[src/hw/rtl/tpgc_pkg.sv]
// Types and constants of the two-player game clock.
package tpgc_pkg;

  // Request commands.
  localparam logic CMD_SAMPLE = 1'b0;
  localparam logic CMD_START  = 1'b1;

  // Side to move.
  localparam logic SIDE_WHITE = 1'b0;
  localparam logic SIDE_BLACK = 1'b1;

  // Configuration register indexes.
  localparam int unsigned CFG_INDEX_BITS = 2;
  localparam logic [CFG_INDEX_BITS-1:0] CFG_START_TIME = 2'd0;
  localparam logic [CFG_INDEX_BITS-1:0] CFG_INCREMENT  = 2'd1;
  localparam logic [CFG_INDEX_BITS-1:0] CFG_DEBOUNCE   = 2'd2;
  localparam int unsigned CFG_DATA_BITS = 32;

  // Configuration reset values.
  localparam logic [31:0] START_TIME_RESET = 32'd300000;
  localparam logic [31:0] INCREMENT_RESET  = 32'd0;
  localparam logic [15:0] DEBOUNCE_RESET   = 16'd50;

  localparam logic [31:0] MS_PER_SECOND = 32'd1000;

  // floor(t / 1000) = (t * MS_DIV_MAGIC) >> 38 for every 32-bit t.
  localparam logic [28:0] MS_DIV_MAGIC = 29'h1062_4DD3;
  localparam int unsigned MS_DIV_SHIFT = 38;
  // floor(s / 60) = (s * MIN_DIV_MAGIC) >> 37 for every 32-bit s.
  localparam logic [31:0] MIN_DIV_MAGIC = 32'h8888_8889;
  localparam int unsigned MIN_DIV_SHIFT = 37;

  localparam int unsigned SEC_BITS = 23;   // whole seconds of a 32-bit ms count
  localparam int unsigned MIN_BITS = 17;

  typedef struct packed {
    logic        command;
    logic [31:0] now_ms;
    logic        white_button;
    logic        black_button;
    logic        second_tick;
  } in_item_t;

  typedef struct packed {
    logic [31:0] white_time_ms;
    logic [31:0] black_time_ms;
    logic        active_side;
    logic [3:0]  led_bits;
    logic [16:0] white_minutes;
    logic [5:0]  white_secs;
    logic [16:0] black_minutes;
    logic [5:0]  black_secs;
    logic        white_changed;
    logic        black_changed;
  } out_item_t;

endpackage

[src/hw/rtl/two_player_game_clock.sv]
// Two-player countdown game clock with Fischer increment, pipelined top level.
//
// This block is a chess clock with Fischer increment. A start request loads
// both clocks from start_time_ms, hands the move to white, clears the blink
// phase and forces both changed flags for the first result. Sample requests
// arriving before the first start leave the state alone and report it with
// both changed flags low. While the game runs, each sample request carries
// both active-low button levels, a wrapping millisecond timestamp and a
// one-second tick flag. A falling edge on a button counts when at least
// debounce_ms has passed since that button's last counted press; if it is the
// side to move, the increment is added to that clock (saturating at
// 2^TIME_BITS - 1) and the move passes. White is handled before black, so one
// request can pass the move twice. A tick then takes one second from the side
// to move, stopping at zero, and toggles the blink phase that drives the
// timeout LEDs. Every request yields exactly one result with both times, the
// side to move, the LEDs, minutes and seconds for each side, and flags that
// say whether the whole seconds of a side differ from what was last reported.
// The block takes one request per clock cycle while the output is not
// stalled. The rate is set by the game state update, which is a loop through
// the state registers: the debounce compare, the increment add and the
// one-second subtract finish in the cycle in which the request enters the
// state stage. The split into minutes and seconds follows in three more
// stages: the first two are each built around one constant reciprocal
// multiply per side, and the last forms the seconds within the minute and
// the changed flags in front of the output register. Every stage holds its
// request until the next one has room, so a stalled result does not block
// requests while empty stages remain.
// The user must write the configuration registers through the cfg port only
// while no request is in flight; the block itself does not enforce this.
module two_player_game_clock #(
  parameter int unsigned TIME_BITS = 32
) (
  input  logic                                    clk,
  input  logic                                    rst_n,
  // Request channel
  input  logic                                    in_valid,
  output logic                                    in_stall,
  input  tpgc_pkg::in_item_t                      in_data,
  // Result channel
  output logic                                    out_valid,
  input  logic                                    out_stall,
  output tpgc_pkg::out_item_t                     out_data,
  // Configuration write port
  input  logic                                    cfg_we,
  input  logic [tpgc_pkg::CFG_INDEX_BITS-1:0]     cfg_index,
  input  logic [tpgc_pkg::CFG_DATA_BITS-1:0]      cfg_data
);

  // Largest time the clocks can hold.
  localparam logic [31:0] TIME_MAX = 32'hFFFF_FFFF >> (32 - TIME_BITS);

  // Configuration registers.
  logic [31:0] start_time_r;
  logic [31:0] increment_r;
  logic [15:0] debounce_r;

  always_ff @(posedge clk) begin
    if (!rst_n) begin
      start_time_r <= tpgc_pkg::START_TIME_RESET;
      increment_r  <= tpgc_pkg::INCREMENT_RESET;
      debounce_r   <= tpgc_pkg::DEBOUNCE_RESET;
    end else if (cfg_we) begin
      case (cfg_index)
        tpgc_pkg::CFG_START_TIME: start_time_r <= cfg_data;
        tpgc_pkg::CFG_INCREMENT:  increment_r  <= cfg_data;
        tpgc_pkg::CFG_DEBOUNCE:   debounce_r   <= cfg_data[15:0];
        default: ;
      endcase
    end
  end

  // Stage occupancy and the ready chain. A stage can take a new request
  // when it is empty or when its own request moves on in the same cycle.
  logic v0_r, v1_r, v2_r, v3_r, v4_r;
  logic rdy0, rdy1, rdy2, rdy3, rdy4;

  assign rdy4 = !v4_r || !out_stall;
  assign rdy3 = !v3_r || rdy4;
  assign rdy2 = !v2_r || rdy3;
  assign rdy1 = !v1_r || rdy2;
  assign rdy0 = !v0_r || rdy1;

  assign in_stall = !rdy0;

  always_ff @(posedge clk) begin
    if (!rst_n) begin
      v0_r <= 1'b0;
      v1_r <= 1'b0;
      v2_r <= 1'b0;
      v3_r <= 1'b0;
      v4_r <= 1'b0;
    end else begin
      if (rdy0) v0_r <= in_valid;
      if (rdy1) v1_r <= v0_r;
      if (rdy2) v2_r <= v1_r;
      if (rdy3) v3_r <= v2_r;
      if (rdy4) v4_r <= v3_r;
    end
  end

  // Stage 0: input register.
  tpgc_pkg::in_item_t s0_r;

  always_ff @(posedge clk) begin
    if (rdy0) begin
      s0_r <= in_data;
    end
  end

  // Stage 1: the game state. The state registers double as the stage 1
  // payload, since they change only when the next request enters this stage.
  logic [TIME_BITS-1:0] white_rem_r, black_rem_r;
  logic                 side_r, blink_r, running_r;
  logic                 white_prev_r, black_prev_r;
  logic [31:0]          white_last_r, black_last_r;
  logic                 s1_start_r;

  logic [TIME_BITS-1:0] white_rem_nxt, black_rem_nxt;
  logic                 side_nxt, blink_nxt, running_nxt;
  logic                 white_prev_nxt, black_prev_nxt;
  logic [31:0]          white_last_nxt, black_last_nxt;

  function automatic logic [31:0] sat_add(input logic [31:0] a, input logic [31:0] b);
    logic [32:0] sum;
    sum = {1'b0, a} + {1'b0, b};
    return (sum > {1'b0, TIME_MAX}) ? TIME_MAX : sum[31:0];
  endfunction

  function automatic logic [31:0] one_second_less(input logic [31:0] t);
    return (t >= tpgc_pkg::MS_PER_SECOND) ? t - tpgc_pkg::MS_PER_SECOND : 32'd0;
  endfunction

  always_comb begin
    logic [31:0] w_t, b_t, load_t;
    w_t            = 32'(white_rem_r);
    b_t            = 32'(black_rem_r);
    side_nxt       = side_r;
    blink_nxt      = blink_r;
    running_nxt    = running_r;
    white_prev_nxt = white_prev_r;
    black_prev_nxt = black_prev_r;
    white_last_nxt = white_last_r;
    black_last_nxt = black_last_r;
    load_t         = (start_time_r > TIME_MAX) ? TIME_MAX : start_time_r;

    if (s0_r.command == tpgc_pkg::CMD_START) begin
      w_t         = load_t;
      b_t         = load_t;
      side_nxt    = tpgc_pkg::SIDE_WHITE;
      blink_nxt   = 1'b0;
      running_nxt = 1'b1;
    end else if (running_r) begin
      // The elapsed time since the last press is a wrapping difference.
      if (white_prev_r && !s0_r.white_button &&
          (s0_r.now_ms - white_last_r) >= {16'd0, debounce_r}) begin
        white_last_nxt = s0_r.now_ms;
        if (side_nxt == tpgc_pkg::SIDE_WHITE) begin
          w_t      = sat_add(w_t, increment_r);
          side_nxt = tpgc_pkg::SIDE_BLACK;
        end
      end
      white_prev_nxt = s0_r.white_button;

      if (black_prev_r && !s0_r.black_button &&
          (s0_r.now_ms - black_last_r) >= {16'd0, debounce_r}) begin
        black_last_nxt = s0_r.now_ms;
        if (side_nxt == tpgc_pkg::SIDE_BLACK) begin
          b_t      = sat_add(b_t, increment_r);
          side_nxt = tpgc_pkg::SIDE_WHITE;
        end
      end
      black_prev_nxt = s0_r.black_button;

      if (s0_r.second_tick) begin
        if (side_nxt == tpgc_pkg::SIDE_WHITE) begin
          w_t = one_second_less(w_t);
        end else begin
          b_t = one_second_less(b_t);
        end
        blink_nxt = !blink_r;
      end
    end

    white_rem_nxt = TIME_BITS'(w_t);
    black_rem_nxt = TIME_BITS'(b_t);
  end

  always_ff @(posedge clk) begin
    if (!rst_n) begin
      white_rem_r  <= '0;
      black_rem_r  <= '0;
      side_r       <= tpgc_pkg::SIDE_WHITE;
      blink_r      <= 1'b0;
      running_r    <= 1'b0;
      white_prev_r <= 1'b1;
      black_prev_r <= 1'b1;
      white_last_r <= '0;
      black_last_r <= '0;
    end else if (rdy1 && v0_r) begin
      white_rem_r  <= white_rem_nxt;
      black_rem_r  <= black_rem_nxt;
      side_r       <= side_nxt;
      blink_r      <= blink_nxt;
      running_r    <= running_nxt;
      white_prev_r <= white_prev_nxt;
      black_prev_r <= black_prev_nxt;
      white_last_r <= white_last_nxt;
      black_last_r <= black_last_nxt;
    end
  end

  always_ff @(posedge clk) begin
    if (rdy1) begin
      s1_start_r <= (s0_r.command == tpgc_pkg::CMD_START);
    end
  end

  // Stage 2: LEDs and whole seconds by reciprocal multiply.
  logic [31:0] white_t1, black_t1;
  logic [3:0]  leds1;
  logic [60:0] white_ms_prod, black_ms_prod;

  assign white_t1 = 32'(white_rem_r);
  assign black_t1 = 32'(black_rem_r);

  always_comb begin
    leds1    = 4'd0;
    leds1[0] = (side_r == tpgc_pkg::SIDE_WHITE) && (white_t1 != 32'd0);
    leds1[1] = (side_r == tpgc_pkg::SIDE_BLACK) && (black_t1 != 32'd0);
    leds1[2] = (white_t1 == 32'd0) && blink_r;
    leds1[3] = (black_t1 == 32'd0) && blink_r;
  end

  assign white_ms_prod = 61'(white_t1) * 61'(tpgc_pkg::MS_DIV_MAGIC);
  assign black_ms_prod = 61'(black_t1) * 61'(tpgc_pkg::MS_DIV_MAGIC);

  logic [31:0]                   s2_white_t_r, s2_black_t_r;
  logic                          s2_side_r, s2_start_r, s2_run_r;
  logic [3:0]                    s2_leds_r;
  logic [tpgc_pkg::SEC_BITS-1:0] s2_white_s_r, s2_black_s_r;

  always_ff @(posedge clk) begin
    if (rdy2) begin
      s2_white_t_r <= white_t1;
      s2_black_t_r <= black_t1;
      s2_side_r    <= side_r;
      s2_start_r   <= s1_start_r;
      s2_run_r     <= running_r;
      s2_leds_r    <= leds1;
      s2_white_s_r <= white_ms_prod[tpgc_pkg::MS_DIV_SHIFT +: tpgc_pkg::SEC_BITS];
      s2_black_s_r <= black_ms_prod[tpgc_pkg::MS_DIV_SHIFT +: tpgc_pkg::SEC_BITS];
    end
  end

  // Stage 3: whole minutes by reciprocal multiply.
  logic [54:0] white_min_prod, black_min_prod;

  assign white_min_prod = 55'(s2_white_s_r) * 55'(tpgc_pkg::MIN_DIV_MAGIC);
  assign black_min_prod = 55'(s2_black_s_r) * 55'(tpgc_pkg::MIN_DIV_MAGIC);

  logic [31:0]                   s3_white_t_r, s3_black_t_r;
  logic                          s3_side_r, s3_start_r, s3_run_r;
  logic [3:0]                    s3_leds_r;
  logic [tpgc_pkg::SEC_BITS-1:0] s3_white_s_r, s3_black_s_r;
  logic [tpgc_pkg::MIN_BITS-1:0] s3_white_m_r, s3_black_m_r;

  always_ff @(posedge clk) begin
    if (rdy3) begin
      s3_white_t_r <= s2_white_t_r;
      s3_black_t_r <= s2_black_t_r;
      s3_side_r    <= s2_side_r;
      s3_start_r   <= s2_start_r;
      s3_run_r     <= s2_run_r;
      s3_leds_r    <= s2_leds_r;
      s3_white_s_r <= s2_white_s_r;
      s3_black_s_r <= s2_black_s_r;
      s3_white_m_r <= white_min_prod[tpgc_pkg::MIN_DIV_SHIFT +: tpgc_pkg::MIN_BITS];
      s3_black_m_r <= black_min_prod[tpgc_pkg::MIN_DIV_SHIFT +: tpgc_pkg::MIN_BITS];
    end
  end

  // Stage 4: seconds within the minute, changed flags and output register.
  // With s = 60*m + r, r = s + 4*m modulo 64, and r is below 64, so only
  // the low bits of both values are needed.
  logic [5:0] white_r3, black_r3;
  logic       white_chg3, black_chg3;
  logic [tpgc_pkg::SEC_BITS-1:0] white_shown_r, black_shown_r;

  assign white_r3 = s3_white_s_r[5:0] + {s3_white_m_r[3:0], 2'b00};
  assign black_r3 = s3_black_s_r[5:0] + {s3_black_m_r[3:0], 2'b00};

  // A start always reports a change. While running, the shown seconds hold
  // the value of the previous running result, so inequality is a change.
  always_comb begin
    if (s3_start_r) begin
      white_chg3 = 1'b1;
      black_chg3 = 1'b1;
    end else if (s3_run_r) begin
      white_chg3 = (s3_white_s_r != white_shown_r);
      black_chg3 = (s3_black_s_r != black_shown_r);
    end else begin
      white_chg3 = 1'b0;
      black_chg3 = 1'b0;
    end
  end

  always_ff @(posedge clk) begin
    if (rdy4 && v3_r && s3_run_r) begin
      white_shown_r <= s3_white_s_r;
      black_shown_r <= s3_black_s_r;
    end
  end

  tpgc_pkg::out_item_t out_r;

  always_ff @(posedge clk) begin
    if (rdy4) begin
      out_r.white_time_ms <= s3_white_t_r;
      out_r.black_time_ms <= s3_black_t_r;
      out_r.active_side   <= s3_side_r;
      out_r.led_bits      <= s3_leds_r;
      out_r.white_minutes <= s3_white_m_r;
      out_r.white_secs    <= white_r3;
      out_r.black_minutes <= s3_black_m_r;
      out_r.black_secs    <= black_r3;
      out_r.white_changed <= white_chg3;
      out_r.black_changed <= black_chg3;
    end
  end

  assign out_valid = v4_r;
  assign out_data  = out_r;

endmodule

[config.mk]
export PLATFORM = sky130hd
export DESIGN_NAME = two_player_game_clock
export DESIGN_NICKNAME = d
export VERILOG_FILES = /design/src/hw/rtl/tpgc_pkg.sv /design/src/hw/rtl/two_player_game_clock.sv
export SDC_FILE = /design/constraint.sdc
export NUM_CORES = 2
export LEC_CHECK = 0
export ABC_AREA = 1
export BUFFER_PORTS_ARGS = -buffer_cell sky130_fd_sc_hd__buf_4
export CORE_MARGIN = 8
export CORE_UTILIZATION = 45
export DETAILED_ROUTE_END_ITERATION = 10
export GPL_ROUTABILITY_DRIVEN = 0
export PLACE_DENSITY = 0.68
export SLEW_MARGIN = 20
export SYNTH_ARGS = -nofsm -noshare
export SYNTH_HDL_FRONTEND = slang
export SYNTH_SLANG_ARGS = --single-unit
[constraint.sdc]
create_clock -name clk -period 18.9 [get_ports clk]
set_input_delay 3.78 -clock clk [delete_from_list [all_inputs] [get_ports clk]]
set_output_delay 3.78 -clock clk [all_outputs]
set_load 0.02 [all_outputs]
==> results.sh <==
export IMPL_r2r_cells=21
export IMPL_critPathMaxFanout=98
export IMPL_cp_endpoint="in_stall"
export IMPL_crit_slowest_cell="inv_6"
export IMPL_skew_ps=80.12
export IMPL_place_hpwl_mm=172.1
export IMPL_ir_drop_v=0.0002512
export IMPL_worst_setup_path_end_kind="output pin"
export IMPL_placedCellCount=10540
export IMPL_criticalPathCategory="primary input to output pin"
export IMPL_status="finished clean"
export IMPL_crit_chain="buf_4, nand2_4, nor2_1, inv_6, nor2_1, inv_4, nor2_1, inv_1, nor2_1, buf_4"
export IMPL_syn_inst=8171
export IMPL_cp_top_family="buffers and inverters"
export IMPL_largest_reg_flops=117
export IMPL_grt_pass1_wl_mm=327.9
export IMPL_cts_buffers=78
export IMPL_rsz0062_at_grt="no"
export IMPL_layout_common_cells="inv_1 (1,713), ha_1 (1,303), nand2_1 (1,168), fa_1 (738), nor2_1 (566)"
export IMPL_ys_seq_elements=686
export IMPL_grt_overflow=0
export IMPL_drtIter0Drc=4965
export IMPL_whs_ps=382.3
export IMPL_die_y_um=422.1
export IMPL_slowest_delay_ps=650
export IMPL_final_setup_tns_ps=0
export IMPL_max_slew_margin_rel_pct=22.16
export IMPL_drt_vias_per_instance=5.385
export IMPL_r2r_end="s2_black_s_r[20]$_DFFE_PP_"
export IMPL_synthFlopType="edfxtp_1"
export IMPL_power_leakage_nw=42.74
export IMPL_synth_avg_cell_area_um2=9.081
export IMPL_post_synth_num_cell_types=63
export IMPL_grt_pass1_vias=58020
export IMPL_finalHoldViolCount=0
export IMPL_rrSetupSlack_ps=10780
export IMPL_firstDrtPassIters=9
export IMPL_fin_crit_sh_pct=55.03
export IMPL_die_w_um=422.1
export IMPL_synthTopCellsByArea="ha_1 (22%), fa_1 (20%), edfxtp_1 (19%)"
export IMPL_post_drt_wl_per_cell_um=19.75
export IMPL_antenna_found_initial=1
export IMPL_cts_resized=0
export IMPL_hold_buffers=0
export IMPL_h_tree_depth=3
export IMPL_synth_async_reset_ratio_pct=0
export IMPL_antennaDiodeCount=0
export IMPL_worst_path_buf_inv=5
export IMPL_layout_nets=10540
export IMPL_layout_commonest_cell="inv_1"
export IMPL_yosysSeqAreaShare_pct=24.82
export IMPL_cts_root_buf="clkbuf_16"
export IMPL_insertion_delay_ps=730
export IMPL_postPlaceCellArea_um2=78510
export IMPL_ant_nets=0
export IMPL_grt_max_degree=99
export IMPL_clk_pin_slew_ps=60
export IMPL_syn_area_um2=74200
export IMPL_port_buffers=193
export IMPL_stdcell_count=10680
export IMPL_rows=149
export IMPL_r2r_start="black_rem_r[10]$_SDFFE_PN0P_"
export IMPL_synth_fp_nets=10290
export IMPL_cp_startpoint="out_stall"
export IMPL_final_cell_area_um2=81160
export IMPL_cts_setup_buffers=0
export IMPL_holdCritPathClass="register to register"
export IMPL_crit_path_frequent_cell="nor2_1"
export IMPL_cts_tree="done"
export IMPL_grt_usage_pct=23.31
export IMPL_required_ps=15120
export IMPL_critPathLaunchType="primary input"
export IMPL_maxCapViolCount=0
export IMPL_drt_total_wl_mm=211.0
export IMPL_layout_area_overhead_vs_synth_pct=9.389
export IMPL_tightestPinTransition_ps=1157
export IMPL_drv_slew=0
export IMPL_clockBufferDepth=3
export IMPL_initial_core_util_pct=45.12
export IMPL_pin_count=194
export IMPL_finalSetupViolCount=0
export IMPL_vias=57510
export IMPL_fin_crit_ps=10400
export IMPL_yosysTopAreaCellShare_pct=21.97
export IMPL_crit_arrival_ps=6620
export IMPL_ys_warn_count=0
export IMPL_drcViolationCount=0
export IMPL_synth_edf_count=468
export IMPL_clock_sinks=686
export IMPL_drive_gt1_share_pct=5.699
export IMPL_core_area_um2=164400
export IMPL_max_freq_mhz=96.15
export IMPL_cp_depth=10
export IMPL_die_area_um2=178100
export IMPL_p_per_area_nw_per_um2=147.5
export IMPL_yosysTopAreaCell="ha_1"
-- layer usage --
metal	vias up	GRT usage [%]	share of wire [%]
met1	27590	30.88	42
li1	27130	-	-
met2	2306	37.18	45
met5	-	0	0
met4	0	9.904	4.9
met3	487	4.725	8.8
-- final cells by class --
type                            count  area [µm²]
Multi-Input combinational cell   5656       48800
Fill cell                       15250       83270
Tap cell                         2189        2739
Timing Repair Buffer              270        2027
Sequential cell                   686       18420
Clock inverter                     51       604.3
Inverter                         1736        6529
Clock buffer                       93        2052
-- cells by family (layout without fill, tap and decap cells) --
family / count (synthesis) / count (layout) / synth area share [%]
flip-flops: 686 / 686 / 24.82
adder cells (fa/ha/maj): 2041 / 2041 / 41.88
XOR/XNOR: 220 / 220 / 2.597
AO/OA/AOI/OAI: 1202 / 1202 / 8.904
buffers and inverters: 1829 / 2150 / 9.452
AND/OR/NAND/NOR: 2193 / 2193 / 12.34
-- metrics by stage --
step	setup WS [ps]	util [%]	total power [mW]
2_1_floorplan	2799	-	8.107
3_3_place_gp	8314	47.75	10.06
3_5_place_dp	8334	47.75	10.26
4_1_cts	8334	49.36	11.94
5_1_grt	8128	49.36	13.23
6_report	8500	49.36	11.97
-- where the power goes --
| part | internal [mW] | total [mW] | switching [mW] |
|---|---|---|---|
| Combinational | 3.15 | 8.33 | 5.18 |
| Sequential | 1.88 | 2.06 | 0.175 |
| Clock | 0.879 | 1.58 | 0.699 |
-- worst register-to-register path: stages (launching register included) --
cell,delay [ps]
dfxtp_1,1090
inv_1,170
ha_1,400
fa_1,390
fa_1,460
fa_1,490
inv_1,60
fa_1,500
inv_1,50
fa_1,560
fa_1,440
fa_1,440
ha_1,370
nand2_1,120
nor4_1,950
a221o_1,440
nand2_1,90
nand3_1,210
nand4_1,120
o2111ai_1,210
a31oi_1,170
xor2_1,180
-- synth_stat cells (5+ instances only) --
| cell | n |
|---|---|
| inv_1 | 1718 |
| ha_1 | 1303 |
| nand2_1 | 1169 |
| fa_1 | 738 |
| nor2_1 | 566 |
| a21oi_1 | 556 |
| edfxtp_1 | 468 |
| o21ai_0 | 387 |
| dfxtp_1 | 218 |
| nand3_1 | 209 |
| xor2_1 | 130 |
| xnor2_1 | 90 |
| nand4_1 | 80 |
| clkbuf_1 | 68 |
| a31oi_1 | 62 |
| nor3_1 | 59 |
| o21a_1 | 33 |
| nor4_1 | 28 |
| a21o_1 | 27 |
| o211ai_1 | 23 |
| o21ai_1 | 23 |
| nand3b_1 | 18 |
| o21bai_1 | 17 |
| inv_2 | 13 |
| a211oi_1 | 12 |
| buf_6 | 12 |
| nor2_2 | 12 |
| nand2_2 | 10 |
| o31ai_1 | 9 |
| a21boi_0 | 8 |
| and2_1 | 8 |
| o2111ai_1 | 8 |
| o21ai_2 | 8 |
| buf_2 | 5 |
| buf_4 | 5 |
| nor2_4 | 5 |
| or2_2 | 5 |
-- how the worst min path moves through the flow --
stage / depth (start not counted) / to / from
after floorplan: 0 / out_data[100]$_DFFE_PN_ / s3_white_t_r[15]$_DFFE_PP_
after global placement: 0 / s3_white_t_r[9]$_DFFE_PP_ / s2_white_t_r[9]$_DFFE_PP_
after detailed placement: 0 / out_data[100]$_DFFE_PN_ / s3_white_t_r[15]$_DFFE_PP_
after CTS: 0 / s3_black_t_r[7]$_DFFE_PP_ / s2_black_t_r[7]$_DFFE_PP_
after global routing: 0 / s3_black_t_r[7]$_DFFE_PP_ / s2_black_t_r[7]$_DFFE_PP_
final: 0 / s3_black_t_r[7]$_DFFE_PP_ / s2_black_t_r[7]$_DFFE_PP_
Note: power is estimated with default switching activity, not from simulation.
